==> src/rtl/bssc_pkg.sv <==
// Shared types, constants and functions of the barometric sensor sequencer.
package bssc_pkg;

	localparam int unsigned WordW   = 16;
	localparam int unsigned ByteW   = 8;
	localparam int unsigned PhaseW  = 3;
	localparam int unsigned CfgIdxW = 3;
	localparam int unsigned CalibN  = 4;
	localparam int unsigned CalibIdxW = $clog2(CalibN);
	localparam int unsigned PressW  = 18;

	localparam logic [PhaseW-1:0] PhaseInit  = 3'd0;
	localparam logic [PhaseW-1:0] PhaseLastInit = 3'd3;
	localparam logic [PhaseW-1:0] PhaseRaw   = 3'd4;
	localparam logic [PhaseW-1:0] PhaseTemp  = 3'd5;

	localparam logic [ByteW-1:0] CmdInitByte = 8'h1D;
	localparam logic [ByteW-1:0] CmdMeasByte = 8'h0F;

	localparam logic [CfgIdxW-1:0] CfgUsePreset   = 3'd0;
	localparam logic [CfgIdxW-1:0] CfgPresetOne   = 3'd1;
	localparam logic [CfgIdxW-1:0] CfgPresetTwo   = 3'd2;
	localparam logic [CfgIdxW-1:0] CfgPresetThree = 3'd3;
	localparam logic [CfgIdxW-1:0] CfgPresetFour  = 3'd4;

	typedef enum logic [2:0] {
		ST_IDLE,
		ST_MUL,
		ST_COMP,
		ST_PROD,
		ST_SCALE,
		ST_DONE
	} bssc_state_t;

	typedef struct packed {
		logic                 capture;
		logic                 calib_we;
		logic [CalibIdxW-1:0] calib_idx;
		logic                 raw_we;
		logic                 preset_ld;
		logic                 out_load;
		logic                 res_valid;
		logic [PhaseW-1:0]    phase;
		logic                 reading;
	} bssc_cmd_t;

	typedef struct packed {
		logic use_preset;
	} bssc_stat_t;

	function automatic logic [ByteW-1:0] phase_cmd(input logic [PhaseW-1:0] phase);
		logic [ByteW-1:0] code;
		case (phase)
			3'd0: code = 8'h50;
			3'd1: code = 8'h60;
			3'd2: code = 8'h90;
			3'd3: code = 8'hA0;
			3'd4: code = 8'h40;
			3'd5: code = 8'h20;
			default: code = '0;
		endcase
		return code;
	endfunction

endpackage

==> src/rtl/bssc_ctrl.sv <==
// Sequencer state machine: transfer phases, handshakes and datapath commands.
module bssc_ctrl (
	input  logic                clk,
	input  logic                arst_n,
	input  logic                in_valid,
	output logic                in_stall,
	input  logic                restart,
	output logic                out_valid,
	input  logic                out_stall,
	input  bssc_pkg::bssc_stat_t stat,
	output bssc_pkg::bssc_cmd_t  cmd
);
	import bssc_pkg::*;

	bssc_state_t       state_q, state_d;
	logic [PhaseW-1:0] phase_q, phase_d;
	logic              reading_q, reading_d;
	logic              pend_valid_q, pend_valid_d;
	logic              out_valid_q;
	logic              accept;
	logic              out_free;
	logic              is_comp;

	assign out_free = !out_valid_q || !out_stall;
	assign is_comp  = !restart && reading_q && (phase_q == PhaseTemp);

	always_comb begin
		state_d = state_q;
		case (state_q)
			ST_IDLE: begin
				if (in_valid) begin
					state_d = is_comp ? ST_MUL : ST_DONE;
				end
			end
			ST_MUL:   state_d = ST_COMP;
			ST_COMP:  state_d = ST_PROD;
			ST_PROD:  state_d = ST_SCALE;
			ST_SCALE: state_d = ST_DONE;
			ST_DONE: begin
				if (out_free) begin
					state_d = ST_IDLE;
				end
			end
			default: state_d = ST_IDLE;
		endcase
	end

	always_comb begin
		phase_d      = phase_q;
		reading_d    = reading_q;
		pend_valid_d = pend_valid_q;
		if (accept) begin
			pend_valid_d = is_comp;
			if (restart) begin
				reading_d = 1'b0;
				phase_d   = stat.use_preset ? PhaseRaw : PhaseInit;
			end else begin
				reading_d = !reading_q;
				if (reading_q) begin
					phase_d = (phase_q >= PhaseTemp) ? PhaseRaw : phase_q + 3'd1;
				end
			end
		end
	end

	always_comb begin
		accept        = in_valid && (state_q == ST_IDLE);
		in_stall      = (state_q != ST_IDLE);
		cmd.capture   = accept;
		cmd.calib_we  = accept && !restart && reading_q && (phase_q <= PhaseLastInit);
		cmd.calib_idx = phase_q[CalibIdxW-1:0];
		cmd.raw_we    = accept && !restart && reading_q && (phase_q == PhaseRaw);
		cmd.preset_ld = accept && restart && stat.use_preset;
		cmd.out_load  = (state_q == ST_DONE) && out_free;
		cmd.res_valid = pend_valid_q;
		cmd.phase     = phase_q;
		cmd.reading   = reading_q;
	end

	assign out_valid = out_valid_q;

	always_ff @(posedge clk or negedge arst_n) begin
		if (!arst_n) begin
			state_q      <= ST_IDLE;
			phase_q      <= PhaseInit;
			reading_q    <= 1'b0;
			pend_valid_q <= 1'b0;
			out_valid_q  <= 1'b0;
		end else begin
			state_q      <= state_d;
			phase_q      <= phase_d;
			reading_q    <= reading_d;
			pend_valid_q <= pend_valid_d;
			if (cmd.out_load) begin
				out_valid_q <= 1'b1;
			end else if (!out_stall) begin
				out_valid_q <= 1'b0;
			end
		end
	end

endmodule

==> src/rtl/bssc_dpath.sv <==
// Datapath: configuration, calibration store, compensation pipeline and output word.
module bssc_dpath (
	input  logic                          clk,
	input  logic                          arst_n,
	input  logic                          cfg_we,
	input  logic [bssc_pkg::CfgIdxW-1:0]  cfg_index,
	input  logic [bssc_pkg::WordW-1:0]    cfg_data,
	input  logic [bssc_pkg::WordW-1:0]    rx_word,
	input  bssc_pkg::bssc_cmd_t           cmd,
	output bssc_pkg::bssc_stat_t          stat,
	output logic [bssc_pkg::ByteW-1:0]    tx_first,
	output logic [bssc_pkg::ByteW-1:0]    tx_second,
	output logic                          read_clock_phase,
	output logic                          result_valid,
	output logic [bssc_pkg::PressW-1:0]   pressure_value,
	output logic [bssc_pkg::WordW-1:0]    temperature_value
);
	import bssc_pkg::*;

	logic              use_preset_q;
	logic [WordW-1:0]  preset_q [CalibN];
	logic [WordW-1:0]  calib_q  [CalibN];
	logic [WordW-1:0]  raw_q;

	logic [14:0] c1;
	logic [11:0] c2;
	logic [9:0]  c3;
	logic [9:0]  c4;
	logic [10:0] c5;
	logic [5:0]  c6;
	logic [WordW-1:0] ut1;

	logic signed [15:0] dt_s1;
	logic signed [23:0] pt_s2;
	logic signed [26:0] po_s2;
	logic signed [26:0] ps_s2;
	logic [15:0]        t_s3;
	logic [15:0]        off_s3;
	logic [31:0]        sens_s3;
	logic [31:0]        prod_s4;
	logic [22:0]        x100_s5;

	logic signed [23:0] dt24, c6k24, pt_n, qt;
	logic signed [26:0] dt27, c4k27, c3k27, po_n, ps_n, qo, qs;
	logic [6:0]         c6k;
	logic [31:0]        dd;
	logic [15:0]        x;

	assign c1 = calib_q[0][15:1];
	assign c2 = {calib_q[2][5:0], calib_q[3][5:0]};
	assign c3 = calib_q[3][15:6];
	assign c4 = calib_q[2][15:6];
	assign c5 = {calib_q[0][0], calib_q[1][15:6]};
	assign c6 = calib_q[1][5:0];
	assign ut1 = {2'b00, c5, 3'b000} + 16'd20224;

	assign stat.use_preset = use_preset_q;

	always_ff @(posedge clk or negedge arst_n) begin
		if (!arst_n) begin
			use_preset_q <= 1'b0;
			for (int i = 0; i < CalibN; i++) begin
				preset_q[i] <= '0;
				calib_q[i]  <= '0;
			end
			raw_q <= '0;
		end else begin
			if (cfg_we) begin
				case (cfg_index)
					CfgUsePreset:   use_preset_q <= cfg_data[0];
					CfgPresetOne:   preset_q[0]  <= cfg_data;
					CfgPresetTwo:   preset_q[1]  <= cfg_data;
					CfgPresetThree: preset_q[2]  <= cfg_data;
					CfgPresetFour:  preset_q[3]  <= cfg_data;
					default: ;
				endcase
			end
			if (cmd.preset_ld) begin
				for (int i = 0; i < CalibN; i++) begin
					calib_q[i] <= preset_q[i];
				end
			end else if (cmd.calib_we) begin
				calib_q[cmd.calib_idx] <= rx_word;
			end
			if (cmd.raw_we) begin
				raw_q <= rx_word;
			end
		end
	end

	always_comb begin
		c6k   = {1'b0, c6} + 7'd50;
		dt24  = {{8{dt_s1[15]}}, dt_s1};
		c6k24 = {17'b0, c6k};
		pt_n  = dt24 * c6k24;
		dt27  = {{11{dt_s1[15]}}, dt_s1};
		c4k27 = {17'b0, c4} - 27'sd512;
		c3k27 = {17'b0, c3};
		po_n  = dt27 * c4k27;
		ps_n  = dt27 * c3k27;
	end

	always_comb begin
		qt = (pt_s2 + (pt_s2[23] ? 24'sd1023 : 24'sd0)) >>> 10;
		qo = (po_s2 + (po_s2[26] ? 27'sd4095 : 27'sd0)) >>> 12;
		qs = (ps_s2 + (ps_s2[26] ? 27'sd1023 : 27'sd0)) >>> 10;
		dd = {16'b0, raw_q} - 32'd7168;
		x  = prod_s4[29:14] - off_s3;
	end

	always_ff @(posedge clk) begin
		if (cmd.capture) begin
			dt_s1 <= rx_word - ut1;
		end
		pt_s2   <= pt_n;
		po_s2   <= po_n;
		ps_s2   <= ps_n;
		t_s3    <= qt[15:0] + 16'd200;
		off_s3  <= {2'b00, c2, 2'b00} + qo[15:0];
		sens_s3 <= {17'b0, c1} + {{5{qs[26]}}, qs} + 32'd24576;
		prod_s4 <= sens_s3 * dd;
		x100_s5 <= {7'b0, x} * 23'd100;
	end

	always_ff @(posedge clk) begin
		if (cmd.out_load) begin
			if (cmd.reading) begin
				tx_first         <= '0;
				tx_second        <= '0;
				read_clock_phase <= 1'b1;
			end else begin
				tx_first         <= (cmd.phase <= PhaseLastInit) ? CmdInitByte : CmdMeasByte;
				tx_second        <= phase_cmd(cmd.phase);
				read_clock_phase <= 1'b0;
			end
			result_valid <= cmd.res_valid;
			if (cmd.res_valid) begin
				pressure_value    <= x100_s5[22:5] + 18'd25000;
				temperature_value <= t_s3;
			end else begin
				pressure_value    <= '0;
				temperature_value <= '0;
			end
		end
	end

endmodule

==> src/rtl/baro_sensor_sequencer_compensation_unit.sv <==
// Top level of the barometric sensor sequencer with integer compensation.
//
//   Channel   Direction  Handshake             Word
//   input     in         in_valid / in_stall   rx_word, restart
//   output    out        out_valid / out_stall tx_first, tx_second, read_clock_phase,
//                                              result_valid, pressure_value,
//                                              temperature_value
//   config    in         cfg_we                cfg_index, cfg_data
//
// A command, calibration or raw pressure word goes from acceptance straight to the DONE
// state, which loads it into the output register; a temperature read first passes the
// five-stage compensation chain through the MUL, COMP, PROD and SCALE states.
// One word is computed at a time; the next is taken the cycle after its result is
// registered. The output register holds its word while out_stall is high.
// Asynchronous reset returns the sequence to the first init phase with zeroed
// calibration words.
module baro_sensor_sequencer_compensation_unit (
	input  logic                          clk,
	input  logic                          arst_n,
	input  logic                          in_valid,
	output logic                          in_stall,
	input  logic [bssc_pkg::WordW-1:0]    rx_word,
	input  logic                          restart,
	output logic                          out_valid,
	input  logic                          out_stall,
	output logic [bssc_pkg::ByteW-1:0]    tx_first,
	output logic [bssc_pkg::ByteW-1:0]    tx_second,
	output logic                          read_clock_phase,
	output logic                          result_valid,
	output logic [bssc_pkg::PressW-1:0]   pressure_value,
	output logic [bssc_pkg::WordW-1:0]    temperature_value,
	input  logic                          cfg_we,
	input  logic [bssc_pkg::CfgIdxW-1:0]  cfg_index,
	input  logic [bssc_pkg::WordW-1:0]    cfg_data
);
	import bssc_pkg::*;

	bssc_cmd_t  cmd;
	bssc_stat_t stat;

	bssc_ctrl u_ctrl (
		.clk       (clk),
		.arst_n    (arst_n),
		.in_valid  (in_valid),
		.in_stall  (in_stall),
		.restart   (restart),
		.out_valid (out_valid),
		.out_stall (out_stall),
		.stat      (stat),
		.cmd       (cmd)
	);

	bssc_dpath u_dpath (
		.clk               (clk),
		.arst_n            (arst_n),
		.cfg_we            (cfg_we),
		.cfg_index         (cfg_index),
		.cfg_data          (cfg_data),
		.rx_word           (rx_word),
		.cmd               (cmd),
		.stat              (stat),
		.tx_first          (tx_first),
		.tx_second         (tx_second),
		.read_clock_phase  (read_clock_phase),
		.result_valid      (result_valid),
		.pressure_value    (pressure_value),
		.temperature_value (temperature_value)
	);

endmodule

==> config.mk <==
export PLATFORM = sky130hd
export DESIGN_NAME = baro_sensor_sequencer_compensation_unit
export DESIGN_NICKNAME = d
export VERILOG_FILES = /design/src/rtl/bssc_pkg.sv /design/src/rtl/bssc_ctrl.sv /design/src/rtl/bssc_dpath.sv /design/src/rtl/baro_sensor_sequencer_compensation_unit.sv
export SDC_FILE = /design/constraint.sdc
export NUM_CORES = 2
export LEC_CHECK = 0
export BUFFER_PORTS_ARGS = -buffer_cell sky130_fd_sc_hd__buf_2
export CAP_MARGIN = 20
export CORE_MARGIN = 1.5
export CORE_UTILIZATION = 41
export CTS_BUF_LIST = sky130_fd_sc_hd__clkbuf_8
export DETAILED_ROUTE_END_ITERATION = 8
export PLACE_DENSITY_LB_ADDON = 0.25
export SYNTH_ARGS = -nofsm -noshare
export SYNTH_HDL_FRONTEND = slang
export SYNTH_SLANG_ARGS = --single-unit
==> constraint.sdc <==
create_clock -name clk -period 13.34 [get_ports clk]
set_input_delay 2.001 -clock clk [delete_from_list [all_inputs] [get_ports clk]]
set_output_delay 2.001 -clock clk [all_outputs]
set_load 0.02 [all_outputs]
; After elaboration in Yosys (flattened, before gate mapping)
; Index checks and enable logic that the tools add are counted.
[totals]
register_bits = 415
latchBits = 0
romBits = 0
memories = 0
inputBits = 41
wordCells = 123
ram_bits = 0
[classes]
n_mux = 22
order_cmp = 4
n_shift = 0
div = 0
n_mul = 5
n_reduce_logical = 29
bitwise_logic = 1
eq_ne = 17
add_sub_neg = 15
[op_table]
columns = op, count
row1 = 64-bit 2-to-1 mux, 2
row2 = 64-bit bitwise mux, 1
row3 = 16-bit by 11-bit multiplier with 27-bit output, 2
row4 = 8-bit case mux with 6 select lines, 1
row5 = "32-bit by 15-bit adder with 32-bit output, second input constant", 1
row6 = 16-bit demux with 2-bit select, 1
row7 = 32-bit by 32-bit multiplier with 30-bit output, 1
row8 = 16-bit subtractor, 2
row9 = 27-bit by 11-bit adder with 27-bit output, 1
row10 = 27-bit by 13-bit adder with 27-bit output, 1
row11 = 24-bit by 11-bit adder with 24-bit output, 1
row12 = 16-bit by 8-bit multiplier with 24-bit output, 1
row13 = "16-bit by 5-bit multiplier with 21-bit output, second input constant", 1
row14 = 3-bit 2-to-1 mux, 7
row15 = 10-bit 2-to-1 mux, 2
row16 = 16-bit by 17-bit adder with 18-bit output, 1
row17 = "18-bit by 15-bit adder with 18-bit output, second input constant", 1
row18 = "3-bit by 2-bit == test with 1-bit output, second input constant", 6
row19 = 3-bit case mux with 6 select lines, 1
row20 = "16-bit by 13-bit subtractor with 17-bit output, second input constant", 1
row21 = "14-bit by 15-bit adder with 16-bit output, second input constant", 1
row22 = 15-bit by 15-bit adder with 16-bit output, 1
row23 = 16-bit 2-to-1 mux, 1
row24 = "14-bit by 9-bit adder with 15-bit output, second input constant", 1
row25 = other kinds (21), 54

; Longest topological paths before layout
[depth]
word_depth = 8
ltp_mapped = 30
ltp_nobuf = 29

; By module
; From an unflattened synthesis, not the netlist that was laid out.
[unflattened]
hier_cells = 4486
hier_area_um2 = 43820.8
[by_module_without_submodules]
columns = mod, instances, cells_each, area_per_inst_um2
row1 = bssc_dpath, 1, 4420, 43231.5
row2 = bssc_ctrl, 1, 66, 589.3

; Worst setup path before layout
; OpenSTA, ideal clock, no wires.
[synth_timing]
kind = register -> register
startpoint = register u_dpath.raw_q[3]
endpoint = register u_dpath.prod_s4[24]
n_path_buf = 2
setup_ns = 0.095
t_arrival_ns = 7.111
slack_ns = 6.134
stages_incl_launch_ff = 29
cell_sequence = dfrtp_1 > clkbuf_1 > clkbuf_1 > nand2_1 > fa_1 > inv_1 > fa_1 > fa_1 > inv_1 > fa_1 > inv_1 > fa_1 > inv_1 > fa_1 > inv_1 > fa_1 > inv_1 > fa_1 > inv_1 > ha_1 > o21a_1 > o21a_1 > o21a_1 > o21ai_0 > a21oi_2 > o21a_4 > o31ai_4 > or4b_1 > o311ai_1
[synth_via]
elab_chain_len = 2
[synth_lines]
columns = element, line_no
row1 = from (decl), bssc_dpath.sv:23  ; logic [WordW-1:0] raw_q;
row2 = from (signal assigned), bssc_dpath.sv:86  ; raw_q <= rx_word;
row3 = 16-bit by 13-bit subtractor with 17-bit output, bssc_dpath.sv:107  ; dd = {16'b0, raw_q} - 32'd7168;
row4 = 32-bit by 32-bit multiplier with 30-bit output, bssc_dpath.sv:121  ; prod_s4 <= sens_s3 * dd;
row5 = to (signal assigned), bssc_dpath.sv:121
row6 = to (decl), bssc_dpath.sv:40  ; logic [31:0] prod_s4;
; Every way passes these cells.
; A chain may end at the register's enable or synchronous reset.

; Worst setup path in the final report
[layout_timing]
startpoint = register u_dpath.raw_q[10]
endpoint = register u_dpath.prod_s4[28]
; Same word-level chain as after synthesis.

==> results by group <==
Logic synthesis
  • Ys Warns: 0
  • Seq/Total Area, Yosys: 0.189
  • Unique cell type count in the Yosys netlist: 80
  • Synth Area per Inst: 9.49 µm²
  • Mapped Area: 0.0476 mm²
  • Post-Syn Instances: 5021
  • Most used flip-flop cell after synthesis: dfxtp_1
  • Synthesized flop and latch total: 383
  • Ys async rst share: 0.402
  • Post-synth EDFFs: 58

Placement
  • PortBufs: 87
  • Pre-CTS WS: 4.79 ns
  • Final GP Congestion: 0.927
  • HPWL after detailed placement: 90500 µm

Floorplan
  • Full die area: 0.118 mm²
  • Starting Density: 0.415
  • Core Region: 0.115 mm²
  • Die width: 344 µm
  • Row Count: 124
  • IO Pins: 95
  • Die H: 344 µm

Detailed routing
  • Met3 WL: 6380 µm
  • Vias per inst: 4.99
  • Drt total wl: 115000 µm
  • Vias post-DR: 33100
  • Top layer reached by signal wires: met5
  • DR pass1 iterations: 5
  • Wire length per cell: 17.4 µm
  • DRC viols: 0
  • DRT iter0 DRCs: 1730
  • Met2 Wirelength: 53500 µm
  • DRT antenna net count: 0
  • M1 wire length: 51200 µm

Worst setup path
  • Crit Reg-Reg Startpoint: u_dpath.raw_q[10]$_DFFE_PN0P_
  • CP max-delay cell: nor3b_2
  • R2R setup slack: 4.87 ns
  • WS Path Type: flip-flop to flip-flop
  • Worst r2r dst: u_dpath.prod_s4[28]$_DFF_P_
  • Arrival time at the worst endpoint: 9.03 ns
  • Reg2Reg Depth: 26
  • Critical Path Max Stage Delay: 0.91 ns
  • CP Max Fanout: 23
  • Crit start category: flip-flop
  • Endpoint class of the critical path: flip-flop
  • WP data required: 13.90 ns
  • Critical Path Most Common Cell: fa_1

Timing
  • Slew Limit Fails: 0
  • TNS Setup: 0 ns
  • Number of hold violations in the final report: 0
  • Rel. slew slack: 0.273
  • Final setup vio count: 0
  • Fin crit period: 8.47 ns
  • Layout Skew: 0.0366 ns
  • RSZ-0062 raised after global routing: no
  • Final WS setup: 4.87 ns
  • Worst-Margin Slew: 1.09 ns
  • F_max: 118 MHz
  • Final period util: 0.635

Clocking
  • Cts repair resizes: 0
  • Num CTS Buffers: 74
  • Sink Count: 383
  • Worst-path clk slew: 0.08 ns
  • Skew-Pair Late Insertion Delay: 0.69 ns
  • CTS max path bufs: 3
  • Post CTS Setup Buffer Count: 0
  • Hold_buf cts: 0
  • H-tree levels: 3
  • CTS tree: yes
  • CTS Root Cell: clkbuf_8

Worst hold path
  • WHS Path Cells: 2
  • Hold WC Path Type: flip-flop to flip-flop
  • Hold EP: u_dpath.c4[0]$_DFFE_PN0P_
  • Hold_sp: u_dpath.preset_q[22]$_DFFE_PN0P_

Global route
  • GR Overflow Total: 0
  • GRT Util Overall: 0.203
  • Initial antenna violation count: 21
  • Vias in the first global route: 34600
  • Largest net degree at the start of global routing: 103
  • First-pass GRT wire length: 188000 µm

Layout
  • Ratio of cells with drive above 1 in the final layout: 0.0757
  • Final Net Count: 6270
  • Area delta synth->final: 7.73%
  • Post-Route Utilization: 0.447
  • Filler Cell Count: 11200

Status
  • Outcome: completed

Flow run
  • Max-cap viol count: 0
-- worst max path at each step --
stage,startpoint,end,slack (ns),depth (start not counted)
floorplan,u_dpath.raw_q[3]$_DFFE_PN0P_,u_dpath.prod_s4[24]$_DFF_P_,6.13,28
global placement,u_dpath.raw_q[10]$_DFFE_PN0P_,u_dpath.prod_s4[28]$_DFF_P_,4.98,25
detailed placement,u_dpath.raw_q[10]$_DFFE_PN0P_,u_dpath.prod_s4[28]$_DFF_P_,4.79,25
CTS,u_dpath.raw_q[10]$_DFFE_PN0P_,u_dpath.prod_s4[28]$_DFF_P_,4.79,25
global route,u_dpath.raw_q[10]$_DFFE_PN0P_,u_dpath.prod_s4[28]$_DFF_P_,4.25,26
finish,u_dpath.raw_q[10]$_DFFE_PN0P_,u_dpath.prod_s4[28]$_DFF_P_,4.87,26
-- cells in the mapped netlist, drive strengths merged, types with 7 or more instances --
cell     number  share of area
a2111oi       8         0.0021
a211o         9         0.0017
a211oi       20         0.0032
a21boi        9         0.0014
a21o         33         0.0052
a21oi       146          0.015
a31o          8         0.0015
a31oi         8         0.0011
and2        417          0.055
and3         23         0.0030
buf          20         0.0024
clkbuf      185          0.015
dfrtp       154          0.081
dfxtp       171          0.072
edfxtp       58          0.037
fa          739           0.31
ha          448           0.12
inv         964          0.076
mux2         75          0.018
mux2i        42         0.0088
nand2       524          0.041
nand2b       39         0.0051
nand3        51         0.0054
nand4        10         0.0013
nor2        141          0.011
nor2b        72         0.0095
nor3         51         0.0054
nor3b         7         0.0012
o211ai       10         0.0016
o21a         33         0.0054
o21ai       151          0.016
o21bai       18         0.0028
o31ai        10         0.0022
or2          21         0.0028
or3          15         0.0020
xnor2       201          0.037
xor2         61          0.011
-- cell families (layout without fill, tap and decap cells) --
family          count (synthesis)  in the layout  synth area share
other cells                     1             14         0.0000787
compound gates                504            504            0.0673
flops                         383            383             0.189
xor+xnor                      263            263            0.0486
fa+ha+maj                    1188           1188             0.428
mux                           117            117            0.0265
buf+inv                      1169           1243            0.0929
simple gates                 1396           1396             0.147
-- layer usage --
| layer | vias to the layer above | GRT usage |
|---|---|---|
| li1 | 15600 | - |
| met1 | 16600 | 0.268 |
| met2 | 666 | 0.334 |
| met3 | 218 | 0.0382 |
| met4 | 20 | 0.0681 |
| met5 | - | 0 |
-- metrics by stage --
stage	std cells	cell area (µm²)	hold WS, ns
final	6620	51300	0.458
after global placement	6470	49600	0.455
after global routing	6618	51300	0.496
after floorplan	5027	47700	0.423
after detailed placement	6472	49600	0.463
after CTS	6607	51300	0.459
-- layout by cell type (no fill, tap or decap), types with 97 or more instances in the layout --
cell type    n
and2_1     416
xnor2_1    201
nor2_1     141
dfrtp_1    154
fa_1       739
a21oi_1    144
dfxtp_1    171
ha_1       448
clkbuf_8    97
nand2_1    524
o21ai_0    148
inv_1      979
-- area by class of cell --
| type | instances | area (µm²) | area share |
|---|---|---|---|
| multi-input cells | 3475 | 34300 | 0.668 |
| clock inverters | 38 | 298 | 0.00580 |
| well taps | 1512 | 1890 | 0.0369 |
| inverters | 964 | 3620 | 0.0705 |
| clock buffers | 97 | 1340 | 0.0260 |
| diodes | 7 | 17.5 | 0.000341 |
| flip-flops and latches | 383 | 9020 | 0.176 |
| repair buffers | 144 | 868 | 0.0169 |
-- flip-flops by register name, summed over array words and instances, names as in the netlist, 3 cells and up --
| name | count |
|---|---|
| u_ctrl.phase_q | 3 |
| u_ctrl.state_q | 3 |
| u_dpath.c1 | 15 |
| u_dpath.c2 | 12 |
| u_dpath.c3 | 10 |
| u_dpath.c4 | 10 |
| u_dpath.c5 | 11 |
| u_dpath.c6 | 6 |
| u_dpath.dt_s1 | 16 |
| u_dpath.off_s3 | 16 |
| u_dpath.po_s2 | 27 |
| u_dpath.preset_q | 64 |
| u_dpath.pressure_value | 18 |
| u_dpath.prod_s4 | 16 |
| u_dpath.ps_s2 | 27 |
| u_dpath.pt_s2 | 24 |
| u_dpath.raw_q | 16 |
| u_dpath.sens_s3 | 28 |
| u_dpath.t_s3 | 15 |
| u_dpath.temperature_value | 15 |
| u_dpath.tx_first | 3 |
| u_dpath.tx_second | 4 |
| u_dpath.x100_s5 | 18 |
-- worst max-delay path, delay by kind of cell (launching register included) --
family | cells | cell delay (ns)
adders and majority gates | 10 | 4.23
and+or+nand+nor | 5 | 1.71
AOI/OAI and AO/OA | 4 | 1.05
DFF | 1 | 0.68
buffers and inverters | 6 | 0.57
xor gates and xnor gates | 1 | 0.13
Power is left out: the tool's default activity adds up to more than one toggle a clock period on the data nets, which glitch-free logic cannot reach.
